`config.mk`:
```
export PLATFORM = sky130hd
export DESIGN_NAME = thermistor_table_interpolator
export DESIGN_NICKNAME = d
export VERILOG_FILES = /design/src/sv/tti_pkg.sv /design/src/sv/tti_div.sv /design/src/sv/thermistor_table_interpolator.sv
export SDC_FILE = /design/constraint.sdc
export NUM_CORES = 1
export LEC_CHECK = 0
export BUFFER_PORTS_ARGS = -buffer_cell sky130_fd_sc_hd__buf_2
export CAP_MARGIN = 25
export CORE_ASPECT_RATIO = 1.25
export CORE_MARGIN = 2
export CORE_UTILIZATION = 45
export CTS_CLUSTER_SIZE = 16
export DETAILED_ROUTE_END_ITERATION = 7
export GPL_ROUTABILITY_DRIVEN = 1
export PLACE_DENSITY_LB_ADDON = 0.15
export SYNTH_ARGS = -nofsm -noshare
export SYNTH_HDL_FRONTEND = slang
export SYNTH_HIERARCHICAL = 1
export SYNTH_SLANG_ARGS = --single-unit
```
`constraint.sdc`:
```
create_clock -name clk -period 21.7 [get_ports clk]
set_clock_uncertainty 0.05 [all_clocks]
set_input_delay 4.34 -clock clk [delete_from_list [all_inputs] [get_ports clk]]
set_output_delay 4.34 -clock clk [all_outputs]
set_load 0.005 [all_outputs]
```
`src/sv/tti_pkg.sv`:
```
// ----------------------------------------------------------------------------
// tti_pkg: thermistor table interpolator shared definitions
// Table constants, field widths and the opcode type used by the block.
// ----------------------------------------------------------------------------
package tti_pkg;

  localparam int TABLE_ENTRIES = 33;
  localparam int IDX_W         = $clog2(TABLE_ENTRIES);
  localparam int VAL_W         = 32;
  localparam int RES_W         = 19;
  // widest span between two neighboring entries is 13200, so 14 bits hold it
  localparam int SPAN_W        = 14;
  // interpolated offset stays below the output span
  localparam int QUO_W         = SPAN_W;

  typedef logic signed [RES_W-1:0] ent_t;
  typedef logic [IDX_W-1:0]        idx_t;
  typedef logic [SPAN_W-1:0]       span_t;

  typedef enum logic {
    OP_CODE_TO_TEMP = 1'b0,
    OP_TEMP_TO_CODE = 1'b1
  } op_t;

  // adc codes, strictly descending
  localparam ent_t ROM_CODE [TABLE_ENTRIES] = '{
    19'sh00F8D, 19'sh00F6A, 19'sh00F29, 19'sh00EE4, 19'sh00E9D, 19'sh00E3F,
    19'sh00DBF, 19'sh00D33, 19'sh00C97, 19'sh00BF5, 19'sh00B3A, 19'sh00A42,
    19'sh007F1, 19'sh00734, 19'sh0066B, 19'sh005A3, 19'sh004EE, 19'sh00446,
    19'sh0043A, 19'sh00430, 19'sh003C3, 19'sh003BD, 19'sh0033B, 19'sh002BB,
    19'sh00259, 19'sh00206, 19'sh001CE, 19'sh00191, 19'sh00160, 19'sh0012E,
    19'sh000F9, 19'sh000D7, 19'sh0009F
  };

  // temperatures in millidegrees, strictly ascending
  localparam ent_t ROM_TEMP [TABLE_ENTRIES] = '{
    -19'sd26428, -19'sd21922, -19'sd15958, -19'sd11060, -19'sd6890,
    -19'sd2264,  19'sd2961,   19'sd7818,   19'sd12525,  19'sd16945,
    19'sd21623,  19'sd27431,  19'sd40631,  19'sd44960,  19'sd49757,
    19'sd54854,  19'sd59898,  19'sd65076,  19'sd65779,  19'sd65856,
    19'sd69654,  19'sd69873,  19'sd74910,  19'sd80691,  19'sd85844,
    19'sd90915,  19'sd94873,  19'sd99720,  19'sd104216, 19'sd109531,
    19'sd116445, 19'sd121600, 19'sd131839
  };

  // search key: the quantity the input is given in
  function automatic ent_t key_at(input op_t op, input idx_t idx);
    return (op == OP_TEMP_TO_CODE) ? ROM_TEMP[idx] : ROM_CODE[idx];
  endfunction

  // paired value: the quantity the result is given in
  function automatic ent_t val_at(input op_t op, input idx_t idx);
    return (op == OP_TEMP_TO_CODE) ? ROM_CODE[idx] : ROM_TEMP[idx];
  endfunction

  function automatic span_t span_abs(input logic signed [VAL_W:0] a);
    logic signed [VAL_W:0] m;
    m = (a < 0) ? -a : a;
    return m[SPAN_W-1:0];
  endfunction

endpackage

```
`src/sv/tti_div.sv`:
```
// ----------------------------------------------------------------------------
// tti_div: restoring divider, one quotient bit per cycle
// Divides num by den where num >> QUO_W is already below den.
// ----------------------------------------------------------------------------
module tti_div #(
  parameter int DEN_W = tti_pkg::SPAN_W,
  parameter int QUO_W = tti_pkg::QUO_W
) (
  input  logic                   clk,
  input  logic                   rst_n,
  input  logic                   start,
  input  logic [DEN_W+QUO_W-1:0] num,
  input  logic [DEN_W-1:0]       den,
  output logic                   done,
  output logic [QUO_W-1:0]       quo
);
  import tti_pkg::*;

  localparam int CNT_W = $clog2(QUO_W + 1);

  logic [DEN_W-1:0] rem_r;
  logic [QUO_W-1:0] num_r;
  logic [QUO_W-1:0] quo_r;
  logic [DEN_W-1:0] den_r;
  logic [CNT_W-1:0] cnt_r;
  logic             run_r;
  logic             done_r;

  logic [DEN_W:0]   trial;
  logic [DEN_W:0]   diff;
  logic             qbit;

  assign trial = {rem_r, num_r[QUO_W-1]};
  assign diff  = trial - {1'b0, den_r};
  assign qbit  = (trial >= {1'b0, den_r});

  always_ff @(posedge clk) begin
    if (!rst_n) begin
      run_r  <= 1'b0;
      done_r <= 1'b0;
      cnt_r  <= '0;
    end else begin
      done_r <= 1'b0;
      if (start) begin
        rem_r <= num[DEN_W+QUO_W-1:QUO_W];
        num_r <= num[QUO_W-1:0];
        den_r <= den;
        cnt_r <= '0;
        run_r <= 1'b1;
      end else if (run_r) begin
        rem_r <= qbit ? diff[DEN_W-1:0] : trial[DEN_W-1:0];
        num_r <= {num_r[QUO_W-2:0], 1'b0};
        quo_r <= {quo_r[QUO_W-2:0], qbit};
        cnt_r <= cnt_r + CNT_W'(1);
        if (cnt_r == CNT_W'(QUO_W - 1)) begin
          run_r  <= 1'b0;
          done_r <= 1'b1;
        end
      end
    end
  end

  assign done = done_r;
  assign quo  = quo_r;

  a_rem_below_den: assert property (@(posedge clk) disable iff (!rst_n)
    run_r |-> (rem_r < den_r))
    else $error("divider remainder not below divisor");

  a_done_single: assert property (@(posedge clk) disable iff (!rst_n)
    done_r |=> !done_r)
    else $error("divider done held longer than one cycle");

  a_start_runs: assert property (@(posedge clk) disable iff (!rst_n)
    start |=> run_r)
    else $error("divider did not start");

endmodule

```
`src/sv/thermistor_table_interpolator.sv`:
```
// ----------------------------------------------------------------------------
// thermistor_table_interpolator: adc code <-> temperature conversion
// Piecewise linear lookup in a fixed table of (code, temperature) pairs.
// ----------------------------------------------------------------------------
// Usage:
//   Input: drive in_opcode (0 = adc code to millidegrees, 1 = millidegrees to
//   adc code) and in_value, and raise start. The transfer happens at a clock
//   edge with start high and busy low. busy then stays high until the result
//   has been produced; no new item is taken meanwhile.
//   Output: out_result is valid for exactly one cycle, marked by out_valid.
//   The receiver cannot stall, so the result is taken in that cycle.
// Sequence: one shared comparator steps through the clamp checks against both
// ends of the table and a five-step bisection of the table; an input that
// clamps finishes at a clamp check, an exact table hit finishes after the
// bisection, and an interpolated input goes on to one multiply and a 14-step
// restoring divide for the interpolated offset. A new item can be started the
// cycle out_valid is high.
// Reset (rst_n low, synchronous) returns the sequencer to idle and drops
// out_valid; an item in flight is discarded.
// ----------------------------------------------------------------------------
module thermistor_table_interpolator (
  input  logic                              clk,
  input  logic                              rst_n,
  input  logic                              start,
  output logic                              busy,
  input  logic                              in_opcode,
  input  logic signed [tti_pkg::VAL_W-1:0]  in_value,
  output logic                              out_valid,
  output logic signed [tti_pkg::RES_W-1:0]  out_result
);
  import tti_pkg::*;

  localparam idx_t LAST = IDX_W'(TABLE_ENTRIES - 1);

  typedef enum logic [2:0] {
    ST_IDLE,
    ST_CLAMP_LO,
    ST_CLAMP_HI,
    ST_SEARCH,
    ST_EXACT,
    ST_SPAN,
    ST_MUL,
    ST_DIV
  } state_t;

  state_t                    state_r;
  op_t                       op_r;
  logic signed [VAL_W-1:0]   v_r;
  idx_t                      lo_r;
  idx_t                      hi_r;
  span_t                     x_r;
  span_t                     n_r;
  span_t                     d_r;
  ent_t                      base_r;
  ent_t                      result_r;
  logic                      out_valid_r;

  // shared comparator
  logic [IDX_W:0]            mid_sum;
  idx_t                      mid;
  idx_t                      cmp_idx;
  ent_t                      key_sel;
  ent_t                      val_sel;
  logic signed [VAL_W-1:0]   key_ext;
  logic                      key_lt;
  logic                      key_eq;
  logic                      beyond;
  idx_t                      lo_nxt;
  idx_t                      hi_nxt;

  // span computation
  ent_t                      key_lo;
  ent_t                      key_hi;
  ent_t                      val_lo;
  ent_t                      val_hi;
  logic signed [VAL_W:0]     x_diff;
  logic signed [VAL_W:0]     n_diff;
  logic signed [VAL_W:0]     d_diff;

  logic [2*SPAN_W-1:0]       mul_out;
  logic                      div_start;
  logic                      div_done;
  logic [QUO_W-1:0]          div_quo;
  ent_t                      quo_ext;

  assign mid_sum = {1'b0, lo_r} + {1'b0, hi_r};
  assign mid     = mid_sum[IDX_W:1];

  always_comb begin
    unique case (state_r)
      ST_CLAMP_LO: cmp_idx = '0;
      ST_CLAMP_HI: cmp_idx = LAST;
      ST_SEARCH:   cmp_idx = mid;
      default:     cmp_idx = lo_r;
    endcase
  end

  assign key_sel = key_at(op_r, cmp_idx);
  assign val_sel = val_at(op_r, cmp_idx);
  assign key_ext = VAL_W'(key_sel);
  assign key_lt  = (key_ext < v_r);
  assign key_eq  = (key_ext == v_r);
  // this entry lies past the input in the table's direction
  assign beyond  = (op_r == OP_CODE_TO_TEMP) ? key_lt : (!key_lt && !key_eq);

  assign lo_nxt = beyond ? lo_r : mid;
  assign hi_nxt = beyond ? mid  : hi_r;

  assign key_lo = key_at(op_r, lo_r);
  assign key_hi = key_at(op_r, hi_r);
  assign val_lo = val_at(op_r, lo_r);
  assign val_hi = val_at(op_r, hi_r);
  assign x_diff = (VAL_W+1)'(val_lo) - (VAL_W+1)'(val_hi);
  assign n_diff = (VAL_W+1)'(v_r)    - (VAL_W+1)'(key_hi);
  assign d_diff = (VAL_W+1)'(key_lo) - (VAL_W+1)'(key_hi);

  assign mul_out   = x_r * n_r;
  assign div_start = (state_r == ST_MUL);
  assign quo_ext   = $signed(RES_W'(div_quo));

  tti_div #(
    .DEN_W (SPAN_W),
    .QUO_W (QUO_W)
  ) u_div (
    .clk   (clk),
    .rst_n (rst_n),
    .start (div_start),
    .num   (mul_out),
    .den   (d_r),
    .done  (div_done),
    .quo   (div_quo)
  );

  always_ff @(posedge clk) begin
    if (!rst_n) begin
      state_r     <= ST_IDLE;
      out_valid_r <= 1'b0;
    end else begin
      out_valid_r <= 1'b0;
      unique case (state_r)
        ST_IDLE: begin
          if (start) begin
            op_r    <= op_t'(in_opcode);
            v_r     <= in_value;
            lo_r    <= '0;
            hi_r    <= LAST;
            state_r <= ST_CLAMP_LO;
          end
        end
        ST_CLAMP_LO: begin
          if (beyond || key_eq) begin
            result_r    <= val_sel;
            out_valid_r <= 1'b1;
            state_r     <= ST_IDLE;
          end else begin
            state_r <= ST_CLAMP_HI;
          end
        end
        ST_CLAMP_HI: begin
          if (!beyond) begin
            result_r    <= val_sel;
            out_valid_r <= 1'b1;
            state_r     <= ST_IDLE;
          end else if (hi_r - lo_r > IDX_W'(1)) begin
            state_r <= ST_SEARCH;
          end else begin
            state_r <= ST_EXACT;
          end
        end
        ST_SEARCH: begin
          // bisect: lo stays at or short of the input, hi past it
          lo_r <= lo_nxt;
          hi_r <= hi_nxt;
          if (hi_nxt - lo_nxt == IDX_W'(1)) begin
            state_r <= ST_EXACT;
          end
        end
        ST_EXACT: begin
          if (key_eq) begin
            result_r    <= val_sel;
            out_valid_r <= 1'b1;
            state_r     <= ST_IDLE;
          end else begin
            state_r <= ST_SPAN;
          end
        end
        ST_SPAN: begin
          x_r     <= span_abs(x_diff);
          n_r     <= span_abs(n_diff);
          d_r     <= span_abs(d_diff);
          base_r  <= val_hi;
          state_r <= ST_MUL;
        end
        ST_MUL: begin
          state_r <= ST_DIV;
        end
        ST_DIV: begin
          if (div_done) begin
            // temperature falls toward the lower index, code rises
            result_r    <= (op_r == OP_CODE_TO_TEMP) ? base_r - quo_ext
                                                     : base_r + quo_ext;
            out_valid_r <= 1'b1;
            state_r     <= ST_IDLE;
          end
        end
        default: begin
          state_r <= ST_IDLE;
        end
      endcase
    end
  end

  assign busy       = (state_r != ST_IDLE);
  assign out_valid  = out_valid_r;
  assign out_result = result_r;

  a_result_on_finish: assert property (@(posedge clk) disable iff (!rst_n)
    $fell(busy) |-> out_valid)
    else $error("sequencer went idle without a result");

  a_result_single: assert property (@(posedge clk) disable iff (!rst_n)
    out_valid |=> !out_valid)
    else $error("result strobe longer than one cycle");

  a_start_takes: assert property (@(posedge clk) disable iff (!rst_n)
    (start && !busy) |=> busy)
    else $error("transfer did not start the sequencer");

  a_search_order: assert property (@(posedge clk) disable iff (!rst_n)
    (state_r == ST_SEARCH) |-> (lo_r < hi_r))
    else $error("search bounds crossed");

endmodule

```
==> results.py <==
metrics = {
    "run_status": {
        "status": "finished, final reports clean",
    },
    "detailed_routing": {
        "drc": 0,
        "wire_per_inst_um": 21.1,
        "antenna_left": 0,
        "top_layer_used": "met4",
        "met1Wirelength_mm": 30.0,
        "dr_wl_met3_mm": 3.02,
        "via_per_inst": 5.96,
        "drt_first_iter_violations": 1875,
        "wl_met2_mm": 39.3,
        "drt-total-wl_mm": 76.3,
        "dr.pass1.iters": 6,
        "routed-via-count": 21500,
    },
    "synth": {
        "synth_xor_area_frac": 0.0481,
        "synth-compound-area-share": 0.186,
        "synth_top_family_by_area": "adder cells",
        "synthesis.nets": 3384,
        "syn_area_um2": 25000,
        "seq_area_frac_synth": 0.226,
        "synth_ff_type": "edfxtp_1",
        "ys_ff_latch": 191,
        "syn_avg_cell_area_um2": 8.57,
        "synth_cell_types": 98,
        "synthMuxAreaShare": 0.0319,
        "syn_inst": 2913,
        "ys.warnings.count": 6,
        "synthSimpleGateAreaFrac": 0.179,
        "yosys.area.top_type": "edfxtp_1",
        "async_flop_share": 0,
        "synth-adder-area-share": 0.263,
        "netlist_top_cells_area": "edfxtp_1 (22%), ha_1 (14%), fa_1 (12%)",
        "synth_edf_count": 181,
        "synth_top_cell_area_share": 0.218,
    },
    "timing": {
        "rsz0062_at_grt": "false",
        "tightestPinTransition_ns": 0.979,
        "slew_viol_final": 0,
        "hold_viol": 0,
        "slew_headroom": 0.342,
        "setup_tns_ns": 0,
        "min_period_over_period": 0.448,
        "final-setup-viol-count": 0,
        "fin_crit_ns": 9.72,
        "setup_ws_ns": 11.98,
        "max_freq_ghz": 0.103,
    },
    "worst_hold_path": {
        "min_path_type": "register to register",
    },
    "clock_tree": {
        "htreeDepth": 4,
        "hold_buffers": 0,
        "cts.clk_slew.worst_paths_ns": 0.08,
        "clk_path_buf_depth": 2,
        "clkLatencyLatePin_ns": 0.50,
        "cts_resized": 0,
        "cts_sinks": 191,
        "post_cts_buffers": 0,
        "cts_made_buffers": 17,
        "cts_tree": "done",
        "cts_root_buf": "clkbuf_16",
    },
    "critical_path": {
        "critPathCaptureType": "register",
        "cp.arrival_ns": 10.05,
        "critical_path_class": "register to register",
        "cp.required_ns": 22.03,
        "cp_slowest_cell": "clkinv_1",
        "crit_path_start_kind": "register",
        "r2r_slack_ns": 11.98,
        "max_stage_delay_ns": 0.78,
        "critPathMaxFanout": 61,
    },
    "power": {
        "power_density_nw_per_um2": 88.3,
        "vdd_ir_drop_max_v": 0.0000772,
        "power.leakage_uw": 0.0114,
    },
    "floorplan": {
        "die_h_um": 267,
        "die_width_um": 215,
        "start_util": 0.455,
        "num_io_pins": 57,
        "die_area_um2": 57400,
        "fp.coreArea_um2": 54900,
        "num_rows": 96,
    },
    "placed_design": {
        "place_congestion": 0.942,
        "dp_hpwl_mm": 60.3,
        "dpl_worst_slack_ns": 12.20,
        "portBuffers": 56,
        "placed_cell_area_um2": 25800,
        "place_inst": 3580,
    },
    "layout": {
        "fin_cells": 3612,
        "design_area_um2": 26400,
        "insertedDiodeCount": 0,
        "drive_gt1_frac": 0.0653,
        "nets": 3335,
        "syn2layout_area_growth_pct": 5.80,
    },
    "global_routing": {
        "grt_pass1_vias": 21300,
        "grt_pass1_wl_mm": 118,
        "grt_max_degree": 70,
        "overflow": 0,
        "antenna_found_initial": 0,
        "gr-usage-all-layers": 0.267,
    },
    "run": {
        "maxCapViolCount": 0,
    },
}
==> cells in the final DEF (no fill, tap or decap), types with 17 or more instances in the layout <==
cell type,n
and3_1,25
a21o_1,37
nand2b_1,27
ha_1,286
a31oi_1,33
o211ai_1,35
o21a_1,31
inv_1,268
fa_1,149
xor2_1,53
nand4_1,21
nor3_1,71
mux2_2,23
nand3_1,60
xnor2_1,84
and2_1,106
buf_2,56
clkbuf_16,17
a21oi_1,207
edfxtp_1,181
a211oi_1,61
buf_4,31
nor2b_1,27
mux2i_1,41
nand2_1,298
o21ai_0,134
nor2_1,232
==> report_power, final <==
group,total [µW],switching (µW),internal (µW),leakage (µW)
combinational,1510,949,559,0.00942
sequential,491,26.6,465,0.00171
clock,333,175,159,0.000303
==> cells in the mapped netlist, types with 24 or more instances <==
library cell,instances
inv_1,269
fa_1,149
xor2_1,53
buf_2,24
edfxtp_1,181
nand2_1,298
a211oi_1,61
o21ai_0,134
a21oi_1,207
o21a_1,31
nand3_1,60
nand2b_1,27
mux2i_1,41
and2_1,106
nor2b_1,27
xnor2_1,84
o211ai_1,35
clkbuf_1,109
nor3_1,71
nor2_1,233
a21o_1,37
ha_1,286
a31oi_1,33
and3_1,26
==> registers in the layout, indices dropped and copies added (netlist names) <==
name,count
u_div/den_r,14
lo_r,6
u_div/done,1
state_r,3
u_div/rem_r,14
u_div/quo,14
op_r,1
hi_r,6
d_r,14
base_r,19
n_r,14
v_r,32
u_div/cnt_r,4
out_result,19
out_valid,1
x_r,14
u_div/run_r,1
u_div/num_r,14
==> area by class of cell <==
cell class                 instances  area, µm²
tap                              735        920
sequential                       191       5640
inverter                         275       1030
clock inverter                    15        205
fill                            5282      28500
timing repair buffer              88        524
multi-input combinational       2291      17700
clock buffer                      17        425
==> stage by stage <==
step                      total power, µW  utilization  hold WS [ns]
after floorplan                      1570            -         0.350
after global placement               1980        0.469         0.356
after detailed placement             1990        0.470         0.356
after CTS                            2330        0.481         0.376
after global routing                 2500        0.481         0.384
final                                2330        0.481         0.374
==> worst max-delay path, delay by kind of cell (launching register included) <==
kind            cells  cell delay [ns]
xor+xnor            1             0.21
mux                 2             0.57
fa+ha+maj           4             1.61
compound gates     16             3.13
buf+inv             5             1.98
simple gates        8             1.69
flops               1             0.32
==> kinds of logic (layout without fill, tap and decap cells) <==
kind of cell,after synthesis,after routing
multiplexers,71,71
AND/OR/NAND/NOR,941,941
adder cells (fa/ha/maj),435,435
buffers and inverters,431,395
AO/OA/AOI/OAI,707,707
XOR/XNOR,137,137
flip-flops,191,191
==> final timing paths <==
path                                                   to  cells past startpoint                   from
worst min register to register  u_div/den_r[10]$_DFFE_PP_                      0      d_r[10]$_DFFE_PP_
worst min-delay path            u_div/den_r[10]$_DFFE_PP_                      0      d_r[10]$_DFFE_PP_
worst max-delay path              state_r[1]$_SDFFE_PN0P_                     36  lo_r[2]$_SDFFCE_PP0P_
worst max register to register    state_r[1]$_SDFFE_PN0P_                     36  lo_r[2]$_SDFFCE_PP0P_
==> routing by layer <==
layer	up-vias	global-route usage
met1	10500	0.306
met4	0	0.142
met5	-	0
met3	194	0.0283
li1	10200	-
met2	689	0.490
No activity file was read; power rests on OpenSTA's default activity.
